**config.mk**
```make
export PLATFORM = sky130hd
export DESIGN_NAME = bimodal_branch_predictor
export DESIGN_NICKNAME = d
export VERILOG_FILES = /design/src/design/bbp_pkg.sv /design/src/design/bimodal_branch_predictor.sv /design/src/design/bbp_ram.sv
export SDC_FILE = /design/constraint.sdc
export NUM_CORES = 2
export LEC_CHECK = 0
export BUFFER_PORTS_ARGS = -buffer_cell sky130_fd_sc_hd__buf_2
export CAP_MARGIN = 5
export CORE_UTILIZATION = 40
export DETAILED_ROUTE_END_ITERATION = 8
export SYNTH_ARGS = -nofsm -noshare
export SYNTH_HDL_FRONTEND = slang
export SYNTH_SLANG_ARGS = --single-unit
```
**constraint.sdc**
```tcl
create_clock -name i_clk -period 37.1 [get_ports i_clk]
set_input_delay 0 -clock i_clk [delete_from_list [all_inputs] [get_ports i_clk]]
set_output_delay 0 -clock i_clk [all_outputs]
set_load 0.03 [all_outputs]
```
**src/design/bbp_pkg.sv**
```systemverilog
// Shared types and constants for the bimodal branch predictor.
// No dependencies; imported by bbp_ram and bimodal_branch_predictor.
package bbp_pkg;

    localparam int PC_W                  = 64;
    localparam int CNT_W                 = 32;
    localparam int ENTRY_W               = 2;
    localparam int TABLE_ENTRIES_DEFAULT = 1024;

    // command codes
    localparam logic CMD_PREDICT = 1'b0;
    localparam logic CMD_UPDATE  = 1'b1;

    // predictor_mode register codes
    localparam logic MODE_ONE_BIT  = 1'b0;
    localparam logic MODE_BIMODAL  = 1'b1;
    localparam logic MODE_RESET    = MODE_BIMODAL;

    // 2-bit entry values
    localparam logic [ENTRY_W-1:0] ENTRY_MIN       = 2'd0;
    localparam logic [ENTRY_W-1:0] ENTRY_ONE       = 2'd1;
    localparam logic [ENTRY_W-1:0] ENTRY_NOT_TAKEN = 2'd1;
    localparam logic [ENTRY_W-1:0] ENTRY_TAKEN     = 2'd2;
    localparam logic [ENTRY_W-1:0] ENTRY_MAX       = 2'd3;
    localparam logic [ENTRY_W-1:0] ENTRY_INIT      = ENTRY_NOT_TAKEN;

    localparam logic [CNT_W-1:0] CNT_ONE = CNT_W'(1);

    typedef struct packed {
        logic            cmd;
        logic [PC_W-1:0] pc;
        logic            taken;
    } t_bbp_in;

    typedef struct packed {
        logic             predict_taken;
        logic             was_correct;
        logic [CNT_W-1:0] prediction_count;
        logic [CNT_W-1:0] correct_count;
        logic [CNT_W-1:0] mispredict_count;
    } t_bbp_out;

endpackage

```
**src/design/bimodal_branch_predictor.sv**
```systemverilog
// Bimodal branch direction predictor, top level.
// Depends on bbp_pkg and bbp_ram (pattern table storage).
//
// Takes predict and update beats and returns one result beat per input beat:
// the accepting edge reads the pattern table RAM (registered read) into
// stage 1; when stage 1 advances it evaluates the entry, writes it back and
// loads the result register. Throughput is one beat per cycle while the
// result channel does not stall; the single table write port and the
// one-entry bypass from the last write keep back-to-back beats to the same
// entry coherent. After reset the table is swept to "weakly not taken" one
// entry per cycle, so o_in_ready stays low until every entry is written; the
// mode register can be written at any time, including during that sweep.
// The table index is pc[IDX_W+1:2]. Statistics counters are 32 bits and wrap.
module bimodal_branch_predictor
    import bbp_pkg::*;
#(
    parameter  int TABLE_ENTRIES = TABLE_ENTRIES_DEFAULT,
    localparam int IDX_W         = $clog2(TABLE_ENTRIES)
) (
    input  logic     i_clk,
    input  logic     i_rst_n,
    // input channel
    input  logic     i_in_valid,
    output logic     o_in_ready,
    input  t_bbp_in  i_in_data,
    // result channel
    output logic     o_out_valid,
    input  logic     i_out_ready,
    output t_bbp_out o_out_data,
    // mode register write channel
    input  logic     i_cfg_valid,
    output logic     o_cfg_ready,
    input  logic     i_cfg_data
);

    // ---------------- control / state registers ----------------
    logic             r_mode;
    logic             r_clearing;
    logic [IDX_W-1:0] r_clr_addr;

    logic             r_s1_valid;
    logic             r_s1_cmd;
    logic             r_s1_taken;
    logic [IDX_W-1:0] r_s1_idx;

    // bypass of the most recent table write (covers read/write same edge)
    logic               r_fwd_valid;
    logic [IDX_W-1:0]   r_fwd_idx;
    logic [ENTRY_W-1:0] r_fwd_data;

    logic             r_out_valid;
    t_bbp_out         r_out;

    logic [CNT_W-1:0] r_pred_cnt;
    logic [CNT_W-1:0] r_corr_cnt;
    logic [CNT_W-1:0] r_wrong_cnt;

    // ---------------- combinational ----------------
    logic               in_fire;
    logic               s1_adv;
    logic               s1_fire;
    logic [IDX_W-1:0]   in_idx;
    logic [ENTRY_W-1:0] ram_rdata;
    logic [ENTRY_W-1:0] entry;
    logic               guess;
    logic               is_update;
    logic               right;
    logic [ENTRY_W-1:0] n_entry;
    logic [CNT_W-1:0]   n_pred_cnt;
    logic [CNT_W-1:0]   n_corr_cnt;
    logic [CNT_W-1:0]   n_wrong_cnt;
    logic               ram_we;
    logic [IDX_W-1:0]   ram_waddr;
    logic [ENTRY_W-1:0] ram_wdata;

    assign in_idx     = i_in_data.pc[IDX_W+1:2];
    assign s1_adv     = !r_out_valid || i_out_ready;
    assign s1_fire    = r_s1_valid && s1_adv;
    assign o_in_ready = !r_clearing && (!r_s1_valid || s1_adv);
    assign in_fire    = i_in_valid && o_in_ready;
    assign o_cfg_ready = 1'b1;

    // entry as seen by the beat in stage 1
    assign entry = (r_fwd_valid && (r_fwd_idx == r_s1_idx)) ? r_fwd_data : ram_rdata;
    assign guess     = entry[ENTRY_W-1];   // entry >= 2
    assign is_update = (r_s1_cmd == CMD_UPDATE);
    assign right     = is_update && (guess == r_s1_taken);

    always_comb begin
        n_entry = entry;
        unique case (r_mode)
            MODE_BIMODAL: begin
                if (r_s1_taken) begin
                    if (entry != ENTRY_MAX) n_entry = entry + ENTRY_ONE;
                end else begin
                    if (entry != ENTRY_MIN) n_entry = entry - ENTRY_ONE;
                end
            end
            MODE_ONE_BIT: begin
                n_entry = r_s1_taken ? ENTRY_TAKEN : ENTRY_NOT_TAKEN;
            end
            default: n_entry = entry;
        endcase
    end

    assign n_pred_cnt  = is_update ? r_pred_cnt : r_pred_cnt + CNT_ONE;
    assign n_corr_cnt  = right ? r_corr_cnt + CNT_ONE : r_corr_cnt;
    assign n_wrong_cnt = (is_update && !right) ? r_wrong_cnt + CNT_ONE : r_wrong_cnt;

    // table write port: clearing sweep or stage-1 update
    always_comb begin
        if (r_clearing) begin
            ram_we    = 1'b1;
            ram_waddr = r_clr_addr;
            ram_wdata = ENTRY_INIT;
        end else begin
            ram_we    = s1_fire && is_update;
            ram_waddr = r_s1_idx;
            ram_wdata = n_entry;
        end
    end

    bbp_ram #(
        .WIDTH (ENTRY_W),
        .DEPTH (TABLE_ENTRIES)
    ) u_table (
        .i_clk   (i_clk),
        .i_we    (ram_we),
        .i_waddr (ram_waddr),
        .i_wdata (ram_wdata),
        .i_re    (in_fire),
        .i_raddr (in_idx),
        .o_rdata (ram_rdata)
    );

    // ---------------- control registers ----------------
    always_ff @(posedge i_clk) begin
        if (!i_rst_n) begin
            r_mode      <= MODE_RESET;
            r_clearing  <= 1'b1;
            r_clr_addr  <= '0;
            r_s1_valid  <= 1'b0;
            r_fwd_valid <= 1'b0;
            r_out_valid <= 1'b0;
            r_pred_cnt  <= '0;
            r_corr_cnt  <= '0;
            r_wrong_cnt <= '0;
        end else begin
            if (i_cfg_valid) begin
                r_mode <= i_cfg_data;
            end
            if (r_clearing) begin
                r_clr_addr <= r_clr_addr + IDX_W'(1);
                if (r_clr_addr == IDX_W'(TABLE_ENTRIES - 1)) begin
                    r_clearing <= 1'b0;
                end
            end
            if (in_fire) begin
                r_s1_valid <= 1'b1;
            end else if (s1_adv) begin
                r_s1_valid <= 1'b0;
            end
            if (s1_fire) begin
                r_out_valid <= 1'b1;
                r_pred_cnt  <= n_pred_cnt;
                r_corr_cnt  <= n_corr_cnt;
                r_wrong_cnt <= n_wrong_cnt;
                if (is_update) begin
                    r_fwd_valid <= 1'b1;
                end
            end else if (i_out_ready) begin
                r_out_valid <= 1'b0;
            end
        end
    end

    // ---------------- payload registers ----------------
    always_ff @(posedge i_clk) begin
        if (in_fire) begin
            r_s1_cmd   <= i_in_data.cmd;
            r_s1_taken <= i_in_data.taken;
            r_s1_idx   <= in_idx;
        end
        if (s1_fire) begin
            r_out.predict_taken    <= guess;
            r_out.was_correct      <= right;
            r_out.prediction_count <= n_pred_cnt;
            r_out.correct_count    <= n_corr_cnt;
            r_out.mispredict_count <= n_wrong_cnt;
            if (is_update) begin
                r_fwd_idx  <= r_s1_idx;
                r_fwd_data <= n_entry;
            end
        end
    end

    assign o_out_valid = r_out_valid;
    assign o_out_data  = r_out;

endmodule

```
**src/design/bbp_ram.sv**
```systemverilog
// Generic single-write, single-read RAM with registered read data.
// Depends on bbp_pkg for default sizes only.
module bbp_ram
    import bbp_pkg::*;
#(
    parameter  int WIDTH  = ENTRY_W,
    parameter  int DEPTH  = TABLE_ENTRIES_DEFAULT,
    localparam int ADDR_W = $clog2(DEPTH)
) (
    input  logic              i_clk,
    input  logic              i_we,
    input  logic [ADDR_W-1:0] i_waddr,
    input  logic [WIDTH-1:0]  i_wdata,
    input  logic              i_re,
    input  logic [ADDR_W-1:0] i_raddr,
    output logic [WIDTH-1:0]  o_rdata
);

    logic [WIDTH-1:0] r_mem [DEPTH];
    logic [WIDTH-1:0] r_rdata;

    always_ff @(posedge i_clk) begin
        if (i_we) begin
            r_mem[i_waddr] <= i_wdata;
        end
        if (i_re) begin
            r_rdata <= r_mem[i_raddr];
        end
    end

    assign o_rdata = r_rdata;

endmodule

```
### Word level (Yosys, flattened, before mapping)

Memory sizes are Yosys's and may differ from the RTL's. A register that Yosys moved wholly into a read port is not among the register bits.
Cells that the tools add are included.

* register bits: 233
* RAM bits: 2048
* input bits: 72
* logic and storage cells: 68
* memories: 1

* $add $sub $neg: 6
* eq/ne operators: 4
* muxes and demuxes: 20
* bitwise gates (word level): 1
* reductions and logical operators: 17

Memories
* u_table.r_mem: words 1024, width 2, rd ports 1, clocked after memory_dff 1, write ports 1, line bbp_ram.sv:19 `logic [WIDTH-1:0] r_mem [DEPTH];`

Operators with widths (number)
* $add 32x1->32 const B: 3
* $mux 32: 3
* $mux 2: 6
* $add 10x1->10 const B: 1
* $eq 10x10->1: 1
* $eq 10x10->1 const B: 1
* $mux 10: 1
* $mux 1: 9
* $logic_and 1x1->1: 7
* $reduce_bool 2->1: 3
* $logic_not 1->1: 4
* $pmux 2 s2: 1
* $add 2x1->2 const B: 1
* $logic_or 1x1->1: 2
* $ne 2x2->1 const B: 1
* $reduce_and 2->1: 1
* $sub 2x1->2 const B: 1
* $eq 1x1->1: 1
* $not 1->1: 1

### Depth between registers and ports, before layout

* word-level depth: 8
* gate-level depth with buffers: 14

### Cells and area by module

From an unflattened synthesis, not the netlist that was laid out.

* cells, all modules: 5870
* area, all modules: 94819.7 µm²

By module, submodules not included
* bbp_ram: instances 1, cells an instance 4793, area an instance 83777.8 µm²
* bimodal_branch_predictor: instances 1, cells an instance 1077, area an instance 11041.8 µm²

### Worst setup path before layout

No wires, ideal clock.

* path type: reg2reg
* from: register r_s1_idx[7]
* to: memory u_table.r_mem[0][1] (netlist name), data pin
* library setup time: 5.243 ns
* arrival: 26.561 ns
* data required time: 31.857 ns
* setup slack: 5.296 ns
* stages on the path, launching flop included: 8
* buffers on the path: 0
* clock period less this slack: 31.804 ns
* cells stage by stage: edfxtp_1 xnor2_1 nand4_1 or4_4 and2_1 inv_1 a22o_1 nor2b_1

* word-level cells in the longest chain between the ends: 8

RTL lines
* start, declared: line bimodal_branch_predictor.sv:44 `logic [IDX_W-1:0] r_s1_idx;`
* start signal, assigned: line bimodal_branch_predictor.sv:182 `r_s1_idx <= in_idx;`
* $eq 10x10->1 *: line bimodal_branch_predictor.sv:84 `assign entry = (r_fwd_valid && (r_fwd_idx == r_s1_idx)) ? r_fwd_data : ram_rdata;`
* $logic_and 1x1->1 *: line bimodal_branch_predictor.sv:84
* $mux 2 *: line bimodal_branch_predictor.sv:84
* net entry[1]: line bimodal_branch_predictor.sv:64 `logic [ENTRY_W-1:0] entry;`
* $sub 2x1->2 (tied with other cells): line bimodal_branch_predictor.sv:96 `if (entry != ENTRY_MIN) n_entry = entry - ENTRY_ONE;`
* $mux 2 (on tied branches): line bimodal_branch_predictor.sv:96, bimodal_branch_predictor.sv:94
* $mux 2 *: line bimodal_branch_predictor.sv:93 `if (r_s1_taken) begin`
* $pmux 2 s2 *: line bimodal_branch_predictor.sv:91 `unique case (r_mode)`
* net n_entry[1]: line bimodal_branch_predictor.sv:68 `logic [ENTRY_W-1:0] n_entry;`
* $mux 2 *: line bimodal_branch_predictor.sv:112 `if (r_clearing) begin`
* net ram_wdata[1]: line bimodal_branch_predictor.sv:74 `logic [ENTRY_W-1:0] ram_wdata;`
* end, declared: line bbp_ram.sv:19

Mark *: on every way through the listed nets, which the timed path passes. The rest lies on a longest branch.

### Worst setup path after layout

* from: register r_s1_idx[7]
* to: memory u_table.r_mem[1007][0] (netlist name), data pin

* word-level cells in the longest chain between the ends: 8

RTL lines (line)
* $eq 10x10->1 *: bimodal_branch_predictor.sv:84
* $logic_and 1x1->1 *: bimodal_branch_predictor.sv:84
* $mux 2 *: bimodal_branch_predictor.sv:84
* net entry[1]: bimodal_branch_predictor.sv:64
* $ne 2x2->1 / $reduce_bool 2->1 (equally long branches): bimodal_branch_predictor.sv:94, bimodal_branch_predictor.sv:96
* $mux 2 (on tied branches): bimodal_branch_predictor.sv:94, bimodal_branch_predictor.sv:96
* $mux 2 *: bimodal_branch_predictor.sv:93
* $pmux 2 s2 *: bimodal_branch_predictor.sv:91
* net n_entry[0]: bimodal_branch_predictor.sv:68
* $mux 2 *: bimodal_branch_predictor.sv:112
* net ram_wdata[0]: bimodal_branch_predictor.sv:74

Marked as above.

==> reports/qor.txt <==
number of nets in the layout: 5982
count of boundary I/O pins: 173
synthesized cell area: 93800 sq um
biggest cell delay along the critical path: 0.94 ns
count of state elements after synthesis: 2283
first-pass GRT wire length: 371000 microns
dpl cells: 8787
vertical die dimension: 486 microns
number of vias after detailed routing: 53679
data required time of the critical path: 37.63 ns
setup tns final: 0 ns
Yosys warnings: 0
number of buffer and inverter instances along the worst setup path: 4
share of Yosys cell area claimed by the top area cell type: 69.6%
Worst Setup Start Kind: flop
number of cells in the finished layout apart from fillers: 9247
detailed-route DRC error count: 0
Tightest Pin Transition: 1.30 ns
Final Skew: 0.0637 ns
clock insertion delay at the later pin of the skew report: 0.86 ns
setup violators final: 0
cell class contributing the biggest share of worst-path delay: buffers and inverters
top post-synthesis cells by count: 2172 x edfxtp_1, 1177 x nor2_1, 415 x mux4_2
initial antenna violation count: 12
Bufs on Longest Clock Path: 3
router iterations before antenna repair: 5
worst vdd rail ir drop: 48.3 uV
number of port buffers: 117
core box area: 233000 sq um
final critical-path required period: 5.99 ns
width of the die: 486 microns
top_reg_cell synth: edfxtp_1
maximum number of pins on one net before global-route repair: 221
asr flop ratio synth: 0%
Max-Cap Viols: 0
number of library cell types mapped by synthesis: 74
starting utilization of the core area: 40.3%
Yosys top cell by area: edfxtp_1
slowest cell on the critical path: buf_4
Power per Cell Area: 50.1 nW/um^2
number of sinks on the clock net: 2283
post-detail-place hpwl: 144000 microns
worst-case setup slack after placement: 30.82 ns
kind of end point of the critical path: flop
final count of pins violating max slew: 0
final worst slack: 31.11 ns
Final Hold Slack: 0.106 ns
crit-path cells: xnor2_1 > nand4_1 > or4_4 > and2_1 > inv_1 > maj3_1 > mux2_2 > or2_4 > buf_4 > buf_4 > buf_4
via count of the first global-routing pass: 53702
final wirelength: 257000 microns
wire per inst: 27.8 microns
max-slew headroom at the worst pin: 13.3%
sequential-to-total area share from yosys stat: 71.9%
share of cells above drive strength 1: 17.4%
CTS Root Cell: clkbuf_16
most used standard cell by instance count after synthesis: edfxtp_1
total nets after synthesis: 5939
global-route usage over all layers: 21.5%
Critical Path Fanout Max: 107
Fmax achieved: 167 MHz
TritonCTS clock tree: done
Tcrit/Tclk final: 16.1%
remaining number of nets flagged by the antenna check after routing: 0
unrepaired setup endpoints after global routing: no
Worst path most repeated cell: buf_4
Syn Area/Cell: 16.0 sq um
Worst Path Arrival: 6.52 ns
# Post-CTS Setup Buffers: 0
cts bufs inserted: 230
Final Hold Violating Endpoints: 0
Setup Crit Path Kind: flop to flop
Cells after Synth: 5863
result of the run: finished clean
via-per-instance ratio: 5.81
global placement routability congestion: 0.815
Die Area: 236000 sq um
LEAKAGE: 0.0317 uW
min-delay worst type: input port to flop
sum of internal, switching and leakage power: 5280 uW
number of core rows: 177
maximum level of the CTS H-tree: 4
grt total ovfl: 0
number of resized instances in the post-cts repair step: 0
cell types with the largest area share after synthesis: edfxtp_1 70%, mux4_2 10%, nor2_1 4.7%
Post-synth EDFFs: 2172
post-synthesis to final-layout area growth: 12.4%
number of DRC markers in iteration 0: 6358
Worst-path clk slew: 0.06 ns
==> cell usage in the layout (no fill, tap or decap), types with 11 or more instances in the layout <==
cell type / n
o21ai_0: 72
a22o_1: 14
nand2_2: 16
edfxtp_1: 2172
nor4_1: 33
or3_1: 26
clkinv_1: 56
xnor2_1: 105
a22oi_1: 42
nand3_1: 53
clkinv_2: 48
nand4_1: 43
buf_4: 123
clkbuf_16: 232
nor3_1: 113
dlygate4sd3_1: 19
dfxtp_1: 111
a21oi_1: 111
o221ai_1: 94
clkbuf_1: 45
nand2b_1: 20
o22ai_1: 60
mux2i_1: 268
nor2_1: 1176
inv_1: 26
mux4_2: 415
a221oi_1: 13
or4_1: 11
or3_2: 16
and2_1: 16
nand2_1: 155
or2_2: 13
bufinv_16: 29
and3_1: 17
xor2_1: 67
buf_2: 112
==> what timing repair did <==
| action | 4_1_cts | 5_1_grt |
|---|---|---|
| setup endpoints to repair | 0 | 0 |
| endpoints found under the hold margin | 56 | 0 |
| hold buffers | 19 | 0 |
==> where the power goes <==
part / switching, uW / internal (uW)
logic: 110 / 43.5
registers: 0.616 / 2780
clock network: 991 / 1360
==> logic make-up after synthesis <==
logic type               Yosys count  share of synthesized area [%]
buffers and inverters            483                           2.09
flip-flops                      2283                           71.9
adder cells (fa/ha/maj)            5                         0.0640
XOR/XNOR                         172                           1.61
other                              1                        0.00400
AND/OR/NAND/NOR                 1744                           7.88
AO/OA/AOI/OAI                    485                           3.52
multiplexers                     690                           12.9
==> worst paths after layout <==
path	start	to	slack (ns)	cells after the start
max	r_s1_idx[7]$_DFFE_PP_	u_table.r_mem[1007][0]$_DFFE_PP_	31.11	11
min	i_in_data[5]	r_s1_idx[2]$_DFFE_PP_	0.11	2
max reg2reg	r_s1_idx[7]$_DFFE_PP_	u_table.r_mem[1007][0]$_DFFE_PP_	31.11	11
min reg2reg	r_fwd_valid$_SDFFE_PN0P_	r_fwd_valid$_SDFFE_PN0P_	0.47	1
==> through the flow <==
step	area, sq um	util [%]
detailed placement	97600	41.9
CTS	105000	45.3
global placement	97600	41.9
finish	105000	45.3
global route	105000	45.3
floorplan	93800	-
==> state kept, by name, indices dropped and copies added, names as in the netlist <==
signal,cells
u_table.o_rdata,2
r_s1_valid,1
r_s1_idx,10
is_update,1
r_fwd_data,2
r_wrong_cnt,32
r_s1_taken,1
r_pred_cnt,32
r_mode,1
o_out_valid,1
r_clearing,1
u_table.r_mem,2048
r_clr_addr,10
r_fwd_idx,10
r_fwd_valid,1
o_out_data,98
r_corr_cnt,32
==> layer usage <==
metal | share of wire (%) | track usage [%] | vias up
met5 | 0.014 | 0 | -
met3 | 8.6 | 3.80 | 403
met2 | 47 | 34.4 | 2454
li1 | - | - | 22763
met1 | 41 | 29.8 | 28053
met4 | 3.1 | 6.89 | 6
==> cell type report <==
| type | count | area [sq um] |
|---|---|---|
| Fill cell | 20066 | 127000 |
| Sequential cell | 2283 | 67400 |
| Multi-Input combinational cell | 3097 | 24500 |
| Clock buffer | 281 | 6030 |
| Tap cell | 3132 | 3920 |
| Timing Repair Buffer | 262 | 1820 |
| Clock inverter | 153 | 1590 |
| Inverter | 32 | 126 |
| Antenna cell | 7 | 17.5 |
Note: power is estimated with default switching activity, not from simulation.
